===== src/hw/rtl/ntc_code_to_temperature_macros.svh =====
// Assertion macros shared by the RTL. They expand to nothing in synthesis.
`ifndef NTC_CODE_TO_TEMPERATURE_MACROS_SVH
`define NTC_CODE_TO_TEMPERATURE_MACROS_SVH
`ifndef SYNTHESIS
`define NTC_ASSERT_IMP(lbl, a, b) \
  lbl: assert property (@(posedge clk) disable iff (rst) (a) |-> (b)) \
    else $error("ntc assertion failed");
`define NTC_ASSERT_NEVER(lbl, a) \
  lbl: assert property (@(posedge clk) disable iff (rst) !(a)) \
    else $error("ntc assertion failed");
`else
`define NTC_ASSERT_IMP(lbl, a, b)
`define NTC_ASSERT_NEVER(lbl, a)
`endif
`endif


===== src/hw/rtl/ntc_pkg.sv =====
`default_nettype none
package ntc_pkg;

  localparam int CODE_BITS = 12;
  localparam int RES_W     = 20;
  localparam int BETA_W    = 16;
  localparam int TEMP_W    = 8;
  localparam int ADDR_W    = 4;
  localparam int LN_W      = 21;

  localparam logic [15:0] LN2_Q16 = 16'd45426;
  localparam int KELVIN_CENTI   = 27315;
  localparam int FALLBACK_CENTI = 10000;
  localparam int LOW_CENTI      = -5000;
  localparam int HIGH_CENTI     = 30000;

  typedef enum logic [1:0] {
    REG_SERIES  = 2'd0,
    REG_NOMINAL = 2'd1,
    REG_BETA    = 2'd2,
    REG_TEMP    = 2'd3
  } reg_idx_t;

  typedef struct packed {
    logic bad;
    logic den_neg;
    logic den_zero;
    logic ovf;
  } flags_t;

  // ln(1 + i/16) in Q16.
  function automatic logic [15:0] ln_tab(input logic [4:0] i);
    logic [15:0] v;
    case (i)
      5'd0:  v = 16'd0;
      5'd1:  v = 16'd3973;
      5'd2:  v = 16'd7719;
      5'd3:  v = 16'd11262;
      5'd4:  v = 16'd14624;
      5'd5:  v = 16'd17821;
      5'd6:  v = 16'd20870;
      5'd7:  v = 16'd23783;
      5'd8:  v = 16'd26573;
      5'd9:  v = 16'd29248;
      5'd10: v = 16'd31818;
      5'd11: v = 16'd34292;
      5'd12: v = 16'd36675;
      5'd13: v = 16'd38975;
      5'd14: v = 16'd41197;
      5'd15: v = 16'd43345;
      5'd16: v = 16'd45426;
      default: v = 16'd0;
    endcase
    return v;
  endfunction

endpackage
`default_nettype wire


===== src/hw/rtl/ntc_ln.sv =====
`default_nettype none
// Two-stage natural logarithm in Q16: normalize, then table plus interpolation.
module ntc_ln #(
  parameter int W = 20
) (
  input  wire logic                     clk,
  input  wire logic [W-1:0]             x,
  output logic [ntc_pkg::LN_W-1:0]      ln_q16
);
  import ntc_pkg::*;

  logic [4:0]  p_c;
  logic [31:0] norm_c;
  logic [4:0]  p1;
  logic [15:0] f1;
  logic [4:0]  idx;
  logic [15:0] t_lo;
  logic [15:0] t_hi;
  logic [15:0] diff;
  logic [27:0] interp;
  logic [LN_W-1:0] ln_c;

  always_comb begin
    p_c = '0;
    for (int i = 0; i < W; i++) begin
      if (x[i]) begin
        p_c = 5'(i);
      end
    end
    norm_c = 32'(x) << (5'd31 - p_c);
  end

  always_ff @(posedge clk) begin
    p1 <= p_c;
    f1 <= norm_c[30:15];
  end

  always_comb begin
    idx    = {1'b0, f1[15:12]};
    t_lo   = ln_tab(idx);
    t_hi   = ln_tab(idx + 5'd1);
    diff   = t_hi - t_lo;
    interp = 28'(diff) * 28'(f1[11:0]);
    ln_c   = LN_W'(p1) * LN_W'(LN2_Q16) + LN_W'(t_lo) + LN_W'(interp[27:12]);
  end

  always_ff @(posedge clk) begin
    ln_q16 <= ln_c;
  end

endmodule
`default_nettype wire


===== config.mk =====
export PLATFORM = sky130hd
export DESIGN_NAME = ntc_ln
export DESIGN_NICKNAME = d
export VERILOG_FILES = /design/src/hw/rtl/ntc_code_to_temperature_macros.svh /design/src/hw/rtl/ntc_pkg.sv /design/src/hw/rtl/ntc_ln.sv
export SDC_FILE = /design/constraint.sdc
export NUM_CORES = 1
export LEC_CHECK = 0
export BUFFER_PORTS_ARGS = -buffer_cell sky130_fd_sc_hd__buf_2
export CAP_MARGIN = 20
export CORE_ASPECT_RATIO = 2
export CORE_MARGIN = 1.5
export CORE_UTILIZATION = 51
export DETAILED_ROUTE_END_ITERATION = 8
export MAX_ROUTING_LAYER = met4
export PLACE_DENSITY = 0.67
export SKIP_CTS_REPAIR_TIMING = 1
export SLEW_MARGIN = 15
export SYNTH_ARGS = -nofsm -noshare
export SYNTH_HDL_FRONTEND = slang
export SYNTH_SLANG_ARGS = --single-unit

===== constraint.sdc =====
create_clock -name clk -period 11.7 [get_ports clk]
set_input_delay 0.585 -clock clk [delete_from_list [all_inputs] [get_ports clk]]
set_output_delay 0.585 -clock clk [all_outputs]
set_load 0.03 [all_outputs]

==> impl_metrics.py <==
metrics = {
    "run_status": {
        "status": "complete, no violations",
    },
    "route": {
        "drc": 0,
        "final_antenna_net_count": 0,
        "drtIter0Drc": 359,
        "avgViaCountPerCell": 5.64,
        "wirelength_um": 32700,
        "via_count": 9991,
        "first_pass_iters": 5,
        "wire_per_inst_um": 18.4,
    },
    "setup_path": {
        "critical_path_class": "reg -> reg",
        "cpPeakStageDelay_ns": 0.54,
        "crit_family": "adder cells",
        "start_kind": "flop",
        "crit_fanout": 16,
        "slowest_stage": "fa_1",
        "crit_path_end_kind": "flop",
        "required_ns": 11.91,
        "critical_path_arrival_ns": 11.12,
        "crit_path_frequent_cell": "fa_1",
        "path_buf_inv": 8,
    },
    "floorplan": {
        "die_w_um": 112,
        "io-pin-count": 42,
        "start_util": 0.521,
        "coreArea_um2": 23200,
        "die_area_um2": 24700,
        "rows": 79,
        "dieHeight_um": 221,
    },
    "sta": {
        "min_period_over_period": 0.932,
        "holdWs_ns": 0.604,
        "slew_viol_final": 0,
        "finalCriticalPeriod_ns": 10.91,
        "finClkSkew_ns": 0.00438,
        "fmax_mhz": 91.7,
        "slew_headroom": 0.438,
        "finalHoldViolCount": 0,
        "setup_viol": 0,
        "tightest_slew_ns": 0.840,
    },
    "yosys": {
        "async_flop_share": 0,
        "synthDistinctLibCells": 86,
        "yosysSeqAreaShare": 0.0960,
        "avgSynthCellArea_um2": 8.29,
        "ys_seq_elements": 58,
        "synthCells": 1459,
        "synth_nets": 1786,
        "synth_edf_count": 0,
        "ys.flop_type": "dfxtp_1",
        "syn_area_um2": 12100,
        "ys_warn_count": 0,
    },
    "final_layout": {
        "drive_gt1_frac": 0.0860,
        "syn2layout_area_growth_pct": 7.52,
        "design_area_um2": 13000,
        "layout_common_cells": "inv_1 (259), nand2_1 (194), fa_1 (164)",
        "finalNetCount": 1812,
        "antenna_cells": 0,
        "finalNonFillerCells": 1772,
        "layout_commonest_cell": "inv_1",
    },
    "cts": {
        "h-tree-depth": 3,
        "cts_inserted_buffers": 9,
        "insertion_delay_ns": 0.34,
        "clock-root-buffer": "clkbuf_16",
        "clk_pin_slew_worst_paths_ns": 0.05,
        "cts.sinks": 58,
        "ctsLongestPathBuffers": 2,
        "cts_tree": "yes",
    },
    "place": {
        "hpwlAfterDp_um": 27800,
        "dp.cells": 1756,
        "gp_congestion": 0.962,
        "port_buffers": 41,
        "dpl_cell_area_um2": 12600,
    },
    "hold_path": {
        "hp-class": "reg -> reg",
    },
    "grt": {
        "overflow": 0,
        "grt_max_degree": 32,
        "antenna_found_initial": 0,
        "grt_pass1_vias": 10700,
        "grt_pass1_wl_um": 53200,
        "grt_usage": 0.285,
    },
    "flow_run": {
        "drv_cap": 0,
    },
}
[worst paths after layout]
kind	start	end	slack, ns	depth (start not counted)
max	f1[12]$_DFF_P_	ln_q16[20]$_DFF_P_	0.79	45
min	t_lo[0]$_DFF_P_	ln_q16[0]$_DFF_P_	0.60	1
max reg2reg	f1[12]$_DFF_P_	ln_q16[20]$_DFF_P_	0.79	45
min reg2reg	t_lo[0]$_DFF_P_	ln_q16[0]$_DFF_P_	0.60	1
[through the flow]
step	setup slack, ns	util	TNS, ns
finish	0.793	0.560	0
global route	-0.00136	0.560	-0.00136
CTS	0.296	0.557	0
detailed placement	0.374	0.544	0
global placement	0.516	0.544	0
floorplan	0.809	-	0
[worst reg2reg max path, delay by kind of cell, from the launching register on]
kind	cells	cell delay, ns
xor+xnor	3	0.53
fa+ha+maj	11	4.53
compound gates	16	3.29
flops	1	0.46
buf+inv	8	0.89
simple gates	7	1.08
[registers in the layout, summed over array words and instances (netlist names)]
signal / flops
p1: 5
t_lo: 16
ln_q16: 21
f1: 16
[layout make-up]
cell class / instances / area (um^2)
clock buffers: 11 / 243
multi-input cells: 1080 / 9730
inverters: 263 / 992
flip-flops and latches: 58 / 1160
repair buffers: 73 / 449
fillers: 2176 / 10200
clock inverters: 4 / 76.3
well taps: 283 / 354
[routing by layer]
layer	up-vias	share of wire	GRT usage
met5	-	0	-
met1	4904	0.34	0.260
met4	0	0.059	0.166
li1	4765	-	-
met2	222	0.58	0.571
met3	100	0.019	0.0153
[cells by family after synthesis]
kind of cell,Yosys count,synth area share
simple gates,440,0.173
buf+inv,321,0.103
fa+ha+maj,306,0.418
compound gates,242,0.138
xor+xnor,61,0.0442
flops,58,0.0960
mux,31,0.0279
[synth_stat cells (all sizes together), types with 3 or more instances]
library cell  count  area share
or2               6      0.0031
buf              14      0.0078
nand2b           17      0.0088
nor4              5      0.0038
ha              142        0.15
o22ai            10      0.0052
o21bai           12      0.0074
a21oi            72       0.031
fa              164        0.27
o31ai             6      0.0041
a21boi            6      0.0037
nor2             70       0.022
a21o             12      0.0074
mux2              9      0.0087
nand4             5      0.0026
a22o              5      0.0036
clkbuf           44       0.014
o211ai            8      0.0050
nand3            26       0.011
o21ai            36       0.016
xor2             19       0.014
a22oi             9      0.0056
dfxtp            58       0.096
xnor2            42       0.030
and2             46       0.024
a221oi            5      0.0036
a31oi            11      0.0057
nor2b            26       0.013
nor3             21      0.0096
inv             263       0.082
or3               7      0.0036
a211oi            8      0.0050
mux2i            21       0.017
and3              6      0.0031
or4               3      0.0019
nand2           196       0.062
o21a              9      0.0056
o2111ai           3      0.0027
Power is left out: the tool's default activity adds up to more than one toggle a clock period on the data nets, which glitch-free logic cannot reach.
